<file path="src/rtl/nonpreemptive_priority_scheduler_macros.svh">
// Assertion macros for the nonpreemptive priority scheduler.
`ifndef NONPREEMPTIVE_PRIORITY_SCHEDULER_MACROS_SVH
`define NONPREEMPTIVE_PRIORITY_SCHEDULER_MACROS_SVH

// Check that a condition implies a consequence in the same cycle.
`define NPS_ASSERT_SAME(label, clock, resetn, cond, conseq) \
    label: assert property (@(posedge clock) disable iff (!resetn) (cond) |-> (conseq)) \
        else $error("scheduler check failed");

// Check that a condition implies a consequence in the next cycle.
`define NPS_ASSERT_NEXT(label, clock, resetn, cond, conseq) \
    label: assert property (@(posedge clock) disable iff (!resetn) (cond) |=> (conseq)) \
        else $error("scheduler check failed");

`endif

</file>
<file path="src/rtl/nps_pkg.sv">
// Shared constants and controller/datapath interface types for the scheduler.
package nps_pkg;

    localparam int MAX_PROCESSES = 64;
    localparam int IDX_W         = $clog2(MAX_PROCESSES);
    localparam int CNT_W         = $clog2(MAX_PROCESSES + 1);
    localparam int ARR_W         = 16;
    localparam int BUR_W         = 16;
    localparam int PRI_W         = 8;
    localparam int TIME_W        = 23;
    localparam int SUM_W         = 29;
    localparam int JOB_IDX_W     = 6;

    typedef struct packed {
        logic [ARR_W-1:0] arrival;
        logic [BUR_W-1:0] burst;
        logic [PRI_W-1:0] prio;
    } nps_entry_t;

    typedef struct packed {
        logic load;
        logic scan_start;
        logic run_job;
        logic jump;
        logic calc_tat;
        logic calc_wt;
        logic emit;
    } nps_cmd_t;

    typedef struct packed {
        logic close_set;
        logic scan_busy;
        logic found;
        logic out_free;
        logic last_job;
    } nps_stat_t;

endpackage

</file>
<file path="src/rtl/nps_ctrl.sv">
// Scheduler controller: sequences load, scan, decide, compute and emit steps.
module nps_ctrl
    import nps_pkg::*;
(
    input  logic      clk,
    input  logic      rst_n,
    input  logic      in_valid,
    output logic      in_ready,
    input  nps_stat_t stat,
    output nps_cmd_t  cmd
);

    typedef enum logic [2:0] {
        ST_LOAD,
        ST_SCAN_START,
        ST_SCAN_WAIT,
        ST_DECIDE,
        ST_TAT,
        ST_WT,
        ST_EMIT
    } state_t;

    state_t state_reg;
    state_t state_next;

    always_comb
    begin
        state_next = state_reg;
        cmd        = '0;
        in_ready   = 1'b0;
        case (state_reg)
            ST_LOAD:
            begin
                in_ready = 1'b1;
                if (in_valid)
                begin
                    cmd.load = 1'b1;
                    if (stat.close_set)
                    begin
                        state_next = ST_SCAN_START;
                    end
                end
            end
            ST_SCAN_START:
            begin
                cmd.scan_start = 1'b1;
                state_next     = ST_SCAN_WAIT;
            end
            ST_SCAN_WAIT:
            begin
                if (!stat.scan_busy)
                begin
                    state_next = ST_DECIDE;
                end
            end
            ST_DECIDE:
            begin
                if (stat.found)
                begin
                    cmd.run_job = 1'b1;
                    state_next  = ST_TAT;
                end
                else
                begin
                    cmd.jump   = 1'b1;
                    state_next = ST_SCAN_START;
                end
            end
            ST_TAT:
            begin
                cmd.calc_tat = 1'b1;
                state_next   = ST_WT;
            end
            ST_WT:
            begin
                cmd.calc_wt = 1'b1;
                state_next  = ST_EMIT;
            end
            ST_EMIT:
            begin
                if (stat.out_free)
                begin
                    cmd.emit   = 1'b1;
                    state_next = stat.last_job ? ST_LOAD : ST_SCAN_START;
                end
            end
            default:
            begin
                state_next = ST_LOAD;
            end
        endcase
    end

    always_ff @(posedge clk or negedge rst_n)
    begin
        if (!rst_n)
        begin
            state_reg <= ST_LOAD;
        end
        else
        begin
            state_reg <= state_next;
        end
    end

endmodule

</file>
<file path="src/rtl/nps_datapath.sv">
// Scheduler datapath: job table, scan unit, time arithmetic and result register.
module nps_datapath
    import nps_pkg::*;
(
    input  logic                 clk,
    input  logic                 rst_n,
    input  nps_cmd_t             cmd,
    output nps_stat_t            stat,
    input  logic [ARR_W-1:0]     arrival_time,
    input  logic [BUR_W-1:0]     burst_time,
    input  logic [PRI_W-1:0]     job_priority,
    input  logic                 is_last_job,
    output logic                 out_valid,
    input  logic                 out_ready,
    output logic [JOB_IDX_W-1:0] job_index,
    output logic [TIME_W-1:0]    completion_time,
    output logic [TIME_W-1:0]    turnaround_time,
    output logic [TIME_W-1:0]    waiting_time,
    output logic [SUM_W-1:0]     turnaround_sum,
    output logic [SUM_W-1:0]     waiting_sum,
    output logic                 is_last_result
);

    nps_entry_t job_mem [MAX_PROCESSES];
    nps_entry_t mem_q_reg;

    logic [CNT_W-1:0]     count_reg;
    logic [CNT_W-1:0]     emitted_reg;
    logic [MAX_PROCESSES-1:0] done_reg;
    logic [TIME_W-1:0]    clock_reg;
    logic [SUM_W-1:0]     tat_total_reg;
    logic [SUM_W-1:0]     wt_total_reg;

    logic                 issuing_reg;
    logic [IDX_W-1:0]     rd_addr_reg;
    logic                 rd_vld_reg;
    logic [IDX_W-1:0]     rd_idx_reg;

    logic                 found_reg;
    logic [IDX_W-1:0]     best_idx_reg;
    logic [PRI_W-1:0]     best_prio_reg;
    logic [ARR_W-1:0]     best_arr_reg;
    logic [BUR_W-1:0]     best_bur_reg;
    logic                 pend_found_reg;
    logic [ARR_W-1:0]     min_pend_reg;

    logic [TIME_W-1:0]    tat_reg;
    logic [TIME_W-1:0]    wt_reg;

    logic                 out_valid_reg;
    logic [JOB_IDX_W-1:0] job_index_reg;
    logic [TIME_W-1:0]    completion_reg;
    logic [TIME_W-1:0]    turnaround_reg;
    logic [TIME_W-1:0]    waiting_reg;
    logic [SUM_W-1:0]     tat_sum_reg;
    logic [SUM_W-1:0]     wt_sum_reg;
    logic                 last_result_reg;

    logic                 last_addr;
    logic                 entry_pending;
    logic                 entry_arrived;
    logic                 entry_better;
    logic                 entry_min;
    logic                 last_job;
    logic                 out_free;
    logic [SUM_W-1:0]     wt_total_next;

    assign last_addr     = ({1'b0, rd_addr_reg} + CNT_W'(1)) == count_reg;
    assign entry_pending = !done_reg[rd_idx_reg];
    assign entry_arrived = TIME_W'(mem_q_reg.arrival) <= clock_reg;
    assign entry_better  = !found_reg || (mem_q_reg.prio < best_prio_reg)
                           || ((mem_q_reg.prio == best_prio_reg)
                               && (mem_q_reg.arrival < best_arr_reg));
    assign entry_min     = !pend_found_reg || (mem_q_reg.arrival < min_pend_reg);
    assign last_job      = (emitted_reg + CNT_W'(1)) == count_reg;
    assign out_free      = !out_valid_reg || out_ready;
    assign wt_total_next = wt_total_reg + SUM_W'(wt_reg);

    always_comb
    begin
        stat.close_set = is_last_job || (count_reg == CNT_W'(MAX_PROCESSES - 1));
        stat.scan_busy = issuing_reg || rd_vld_reg;
        stat.found     = found_reg;
        stat.out_free  = out_free;
        stat.last_job  = last_job;
    end

    // job table
    always_ff @(posedge clk)
    begin
        if (cmd.load)
        begin
            job_mem[count_reg[IDX_W-1:0]] <= '{arrival: arrival_time,
                                               burst:   burst_time,
                                               prio:    job_priority};
        end
        mem_q_reg <= job_mem[rd_addr_reg];
    end

    always_ff @(posedge clk or negedge rst_n)
    begin
        if (!rst_n)
        begin
            count_reg      <= '0;
            emitted_reg    <= '0;
            done_reg       <= '0;
            clock_reg      <= '0;
            tat_total_reg  <= '0;
            wt_total_reg   <= '0;
            issuing_reg    <= 1'b0;
            rd_addr_reg    <= '0;
            rd_vld_reg     <= 1'b0;
            found_reg      <= 1'b0;
            pend_found_reg <= 1'b0;
            out_valid_reg  <= 1'b0;
        end
        else
        begin
            if (cmd.load)
            begin
                count_reg <= count_reg + CNT_W'(1);
            end

            // issue reads across the table
            rd_vld_reg <= issuing_reg;
            if (cmd.scan_start)
            begin
                issuing_reg    <= 1'b1;
                rd_addr_reg    <= '0;
                found_reg      <= 1'b0;
                pend_found_reg <= 1'b0;
            end
            else
            begin
                if (issuing_reg)
                begin
                    if (last_addr)
                    begin
                        issuing_reg <= 1'b0;
                    end
                    else
                    begin
                        rd_addr_reg <= rd_addr_reg + IDX_W'(1);
                    end
                end
                if (rd_vld_reg && entry_pending)
                begin
                    if (entry_arrived && entry_better)
                    begin
                        found_reg <= 1'b1;
                    end
                    if (entry_min)
                    begin
                        pend_found_reg <= 1'b1;
                    end
                end
            end

            if (cmd.run_job)
            begin
                clock_reg <= clock_reg + TIME_W'(best_bur_reg);
            end
            else if (cmd.jump)
            begin
                clock_reg <= TIME_W'(min_pend_reg);
            end

            if (cmd.calc_wt)
            begin
                tat_total_reg <= tat_total_reg + SUM_W'(tat_reg);
            end

            if (cmd.emit)
            begin
                if (last_job)
                begin
                    count_reg     <= '0;
                    emitted_reg   <= '0;
                    done_reg      <= '0;
                    clock_reg     <= '0;
                    tat_total_reg <= '0;
                    wt_total_reg  <= '0;
                end
                else
                begin
                    emitted_reg            <= emitted_reg + CNT_W'(1);
                    done_reg[best_idx_reg] <= 1'b1;
                    wt_total_reg           <= wt_total_next;
                end
            end

            if (cmd.emit)
            begin
                out_valid_reg <= 1'b1;
            end
            else if (out_ready)
            begin
                out_valid_reg <= 1'b0;
            end
        end
    end

    always_ff @(posedge clk)
    begin
        if (!cmd.scan_start && rd_vld_reg && entry_pending)
        begin
            if (entry_arrived && entry_better)
            begin
                best_idx_reg  <= rd_idx_reg;
                best_prio_reg <= mem_q_reg.prio;
                best_arr_reg  <= mem_q_reg.arrival;
                best_bur_reg  <= mem_q_reg.burst;
            end
            if (entry_min)
            begin
                min_pend_reg <= mem_q_reg.arrival;
            end
        end
        rd_idx_reg <= rd_addr_reg;

        if (cmd.calc_tat)
        begin
            tat_reg <= clock_reg - TIME_W'(best_arr_reg);
        end
        if (cmd.calc_wt)
        begin
            wt_reg <= tat_reg - TIME_W'(best_bur_reg);
        end

        if (cmd.emit)
        begin
            job_index_reg   <= JOB_IDX_W'(best_idx_reg);
            completion_reg  <= clock_reg;
            turnaround_reg  <= tat_reg;
            waiting_reg     <= wt_reg;
            tat_sum_reg     <= last_job ? tat_total_reg : '0;
            wt_sum_reg      <= last_job ? wt_total_next : '0;
            last_result_reg <= last_job;
        end
    end

    assign out_valid       = out_valid_reg;
    assign job_index       = job_index_reg;
    assign completion_time = completion_reg;
    assign turnaround_time = turnaround_reg;
    assign waiting_time    = waiting_reg;
    assign turnaround_sum  = tat_sum_reg;
    assign waiting_sum     = wt_sum_reg;
    assign is_last_result  = last_result_reg;

endmodule

</file>
<file path="src/rtl/nonpreemptive_priority_scheduler.sv">
// Top level of the nonpreemptive priority scheduler: controller plus datapath.
// Loading takes one cycle per job; the job that closes the set starts scheduling.
// Each decision scans the N stored jobs through the table read port, and scans
// again after the clock jumps to the next arrival when no stored job has arrived.
// rst_n clears control state, sums and clock at once; no clearing pass is needed.
`include "nonpreemptive_priority_scheduler_macros.svh"

module nonpreemptive_priority_scheduler
    import nps_pkg::*;
(
    input  logic                 clk,
    input  logic                 rst_n,
    input  logic                 in_valid,
    output logic                 in_ready,
    input  logic [ARR_W-1:0]     arrival_time,
    input  logic [BUR_W-1:0]     burst_time,
    input  logic [PRI_W-1:0]     job_priority,
    input  logic                 is_last_job,
    output logic                 out_valid,
    input  logic                 out_ready,
    output logic [JOB_IDX_W-1:0] job_index,
    output logic [TIME_W-1:0]    completion_time,
    output logic [TIME_W-1:0]    turnaround_time,
    output logic [TIME_W-1:0]    waiting_time,
    output logic [SUM_W-1:0]     turnaround_sum,
    output logic [SUM_W-1:0]     waiting_sum,
    output logic                 is_last_result
);

    nps_cmd_t  cmd;
    nps_stat_t stat;

    nps_ctrl u_ctrl (
        .clk      (clk),
        .rst_n    (rst_n),
        .in_valid (in_valid),
        .in_ready (in_ready),
        .stat     (stat),
        .cmd      (cmd)
    );

    nps_datapath u_datapath (
        .clk             (clk),
        .rst_n           (rst_n),
        .cmd             (cmd),
        .stat            (stat),
        .arrival_time    (arrival_time),
        .burst_time      (burst_time),
        .job_priority    (job_priority),
        .is_last_job     (is_last_job),
        .out_valid       (out_valid),
        .out_ready       (out_ready),
        .job_index       (job_index),
        .completion_time (completion_time),
        .turnaround_time (turnaround_time),
        .waiting_time    (waiting_time),
        .turnaround_sum  (turnaround_sum),
        .waiting_sum     (waiting_sum),
        .is_last_result  (is_last_result)
    );

    `NPS_ASSERT_NEXT(a_close_stops_load, clk, rst_n,
                     in_valid && in_ready && is_last_job, !in_ready)
    `NPS_ASSERT_SAME(a_sums_zero, clk, rst_n, out_valid && !is_last_result,
                     (turnaround_sum == '0) && (waiting_sum == '0))
    `NPS_ASSERT_SAME(a_time_order, clk, rst_n, out_valid,
                     (waiting_time <= turnaround_time) && (turnaround_time <= completion_time))
    `NPS_ASSERT_SAME(a_sum_order, clk, rst_n, out_valid && is_last_result,
                     waiting_sum <= turnaround_sum)

endmodule
</file>
<file path="config.mk">
export PLATFORM = sky130hd
export DESIGN_NAME = nonpreemptive_priority_scheduler
export DESIGN_NICKNAME = d
export VERILOG_FILES = /design/src/rtl/nps_pkg.sv /design/src/rtl/nps_ctrl.sv /design/src/rtl/nps_datapath.sv /design/src/rtl/nonpreemptive_priority_scheduler.sv
export VERILOG_INCLUDE_DIRS = /design/src /design/src/rtl
export SDC_FILE = /design/constraint.sdc
export NUM_CORES = 2
export LEC_CHECK = 0
export BUFFER_PORTS_ARGS = -buffer_cell sky130_fd_sc_hd__buf_2
export CAP_MARGIN = 20
export CORE_UTILIZATION = 40
export DETAILED_ROUTE_END_ITERATION = 10
export PLACE_DENSITY_LB_ADDON = 0.08
export SYNTH_ARGS = -nofsm -noshare
export SYNTH_HDL_FRONTEND = slang
export SYNTH_SLANG_ARGS = --single-unit
</file>
<file path="constraint.sdc">
create_clock -name clk -period 8.4 [get_ports clk]
set_clock_uncertainty 0.2 [all_clocks]
set_input_delay 0 -clock clk [delete_from_list [all_inputs] [get_ports clk]]
set_output_delay 0 -clock clk [all_outputs]
set_load 0.01 [all_outputs]
</file>
==> results.py <==
metrics = {
    "cts": {
        "clock_path_buffers": 4,
        "cts_buffers": 328,
        "cts_resized": 0,
        "clkSlewWorstSetupHoldPaths_ns": 0.06,
        "cts_max_level": 5,
        "post_cts_buffers": 0,
        "clk-insertion-delay-late_ns": 0.92,
        "ctsHoldBuffers": 47,
        "cts_tree": "done",
        "clockRootBuffer": "clkbuf_16",
        "cts.sinks": 3021,
    },
    "timing": {
        "fin_tns_setup_ns": 0,
        "setup_viol": 0,
        "period_needed_ns": 4.64,
        "setup_slack_ns": 3.76,
        "rsz0062_at_grt": "false",
        "hold_viol": 0,
        "drv_slew": 0,
        "slew_headroom": 0.165,
        "tightest_slew_ns": 1.25,
        "period_share": 0.552,
        "max_freq_mhz": 215,
    },
    "die": {
        "die_area_mm2": 0.301,
        "core_mm2": 0.297,
        "io_pins": 181,
        "start_util": 0.403,
        "rows": 200,
        "dieWidth_um": 549,
        "die_height_um": 549,
    },
    "power": {
        "p_per_area_mw_per_mm2": 336,
        "leakage_nw": 44.6,
        "peakVddDrop_mv": 0.261,
        "totalPowerFinal_w": 0.0461,
    },
    "routing": {
        "firstDrtPassIters": 5,
        "drtIter0Drc": 6006,
        "drt-total-wl_mm": 334,
        "routed_via_density": 5.69,
        "ant_nets": 0,
        "vias": 58800,
        "drc_errors": 0,
        "wl_per_cell_um": 32.3,
    },
    "critical_path": {
        "max_stage_delay_ns": 0.97,
        "critical_path.slowest_cell": "dfxtp_1",
        "worstPathCellList": "mux4_1 > nor2b_1 > a211oi_1 > a21oi_1 > mux4_2 > nand3b_4 > a211o_1 > nor2_4 > buf_4",
        "critPathKind": "flop to flop",
        "worstPathArrival_ns": 4.97,
        "start_kind": "flop",
        "crit_path_max_fanout": 36,
        "crit_required_ns": 8.73,
        "cp-end-kind": "flop",
    },
    "run_status": {
        "outcome": "completed",
    },
    "logic_synthesis": {
        "ys_seq_elements": 3021,
        "yosysSeqAreaShare": 0.747,
        "synth.net_count": 5886,
        "synth_area_per_cell_um2": 21.0,
        "synth_edf_count": 2802,
        "synthCells": 5685,
        "syn_area_mm2": 0.120,
        "synth_flop_cell": "edfxtp_1",
        "synth_cell_types": 70,
        "async_flop_share": 0.0573,
        "yosysWarnings": 0,
    },
    "grt": {
        "grt_antenna_before_repair": 26,
        "grt_pass1_wl_mm": 471,
        "grt_pass1_vias": 59600,
        "grt_max_degree": 112,
        "grt_overflow_total": 0,
        "grt.total_usage": 0.222,
    },
    "place": {
        "hpwl_mm": 194,
        "pre_cts_ws_ns": 3.68,
        "portBuffers": 180,
        "dpl_cell_area_mm2": 0.126,
        "globalplace.congestion": 0.801,
    },
    "job": {
        "cap_violations": 0,
    },
    "final_layout": {
        "final_area_mm2": 0.137,
        "largest_reg_flops": 2560,
        "final_nets": 6336,
        "area_growth_syn_to_layout_pct": 14.7,
        "drive_above_1_share": 0.270,
    },
    "worst_hold_path": {
        "hp-class": "input pin to flop",
    },
}
## logic make-up after synthesis
| group | count (synthesis) | synth area share |
|---|---|---|
| buffers and inverters | 366 | 0.0120 |
| AND/OR/NAND/NOR | 667 | 0.0267 |
| XOR/XNOR | 112 | 0.00820 |
| flip-flops | 3021 | 0.747 |
| AO/OA/AOI/OAI | 483 | 0.0252 |
| adder cells (fa/ha/maj) | 156 | 0.0166 |
| multiplexers | 880 | 0.164 |
## area by class of cell
class	count	area, µm²
clock buffer	420	8760
sequential	3021	89400
inverter	97	369
timing repair buffer	389	2860
fill	24700	160000
multi-input combinational	2298	29300
tap	3939	4930
clock inverter	167	1510
antenna	8	20.0
## metal layers
metal | part of all wire | routed length (µm) | vias up | global-route usage
li1 | - | - | 24500 | -
met1 | 0.45 | 151000 | 32200 | 0.326
met2 | 0.48 | 159000 | 1719 | 0.355
met3 | 0.051 | 17100 | 411 | 0.0278
met4 | 0.021 | 7060 | 4 | 0.0505
met5 | 0.000081 | 27 | - | 0
## synth_stat cells (all sizes together), types with 21 or more instances
cell type | count | area [µm²]
inv | 95 | 357
dfxtp | 46 | 921
mux2i | 21 | 210
a21o | 39 | 293
nand2b | 25 | 156
xor2 | 40 | 350
a211oi | 29 | 218
buf | 65 | 304
o21ai | 85 | 429
and2 | 58 | 363
nand2 | 146 | 548
or3 | 24 | 150
nor2 | 241 | 905
nor3 | 32 | 160
ha | 151 | 1890
mux4 | 859 | 19400
a21oi | 183 | 916
clkbuf | 204 | 766
xnor2 | 72 | 631
nor2b | 21 | 131
edfxtp | 2802 | 84100
dfrtp | 173 | 4330
nand3 | 39 | 195
o21a | 28 | 210
## path summary, 6_finish.rpt
| check | startpoint | end | slack [ns] | cells after the start |
|---|---|---|---|---|
| max reg2reg | u_datapath.rd_idx_reg[0]$_DFF_P_ | u_datapath.best_arr_reg[13]$_DFFE_PP_ | 3.76 | 9 |
| max in group asynchronous | rst_n | u_datapath.done_reg[6]$_DFFE_PN0P_ | 6.72 | 6 |
| min in group asynchronous | rst_n | u_datapath.tat_total_reg[20]$_DFF_PN0_ | 0.07 | 4 |
| min reg2reg | u_datapath.issuing_reg$_DFF_PN0_ | u_datapath.rd_vld_reg$_DFF_PN0_ | 0.24 | 0 |
| max | u_datapath.rd_idx_reg[0]$_DFF_P_ | u_datapath.best_arr_reg[13]$_DFFE_PP_ | 3.76 | 9 |
| min | job_priority[5] | u_datapath.job_mem[62][5]$_DFFE_PP_ | 0.06 | 2 |
## power by group
group | internal [W] | switching, W | leakage, nW
Sequential | 0.0176 | 0.00120 | 27.9
Clock | 0.00798 | 0.00597 | 5.02
Combinational | 0.00592 | 0.00742 | 11.6
Total | 0.0315 | 0.0146 | 44.6
## worst max-delay path: cells and delay by family, from the launching register on
family                 cells  cell delay (ns)
multiplexers               2             1.21
flip-flops                 1             0.97
AND/OR/NAND/NOR            3             0.76
AO/OA/AOI/OAI              3             0.64
buffers and inverters      1             0.49
## cell usage in the layout (no fill, tap or decap), drive strengths merged, types with 15 or more instances in the layout
master	n
a211oi	29
a21o	39
a21oi	183
a31oi	16
and2	58
and3	16
buf	340
bufinv	19
clkbuf	421
clkinv	133
dfrtp	173
dfxtp	46
dlygate4sd3	48
edfxtp	2802
ha	151
inv	106
mux2i	21
mux4	859
nand2	146
nand2b	25
nand3	39
nand4	16
nor2	241
nor2b	21
nor3	32
o211ai	15
o21a	28
o21ai	85
o31ai	16
or3	24
xnor2	72
xor2	40
## per-stage QoR
step / instances / utilization / hold WS [ns]
6_report: 10300 / 0.462 / 0.0558
2_1_floorplan: 5685 / - / -0.496
5_1_grt: 10300 / 0.462 / 0.0575
3_3_place_gp: 9689 / 0.425 / -0.160
4_1_cts: 10300 / 0.461 / 0.00803
3_5_place_dp: 9690 / 0.425 / -0.163
Power figures use the tool's default switching activity.
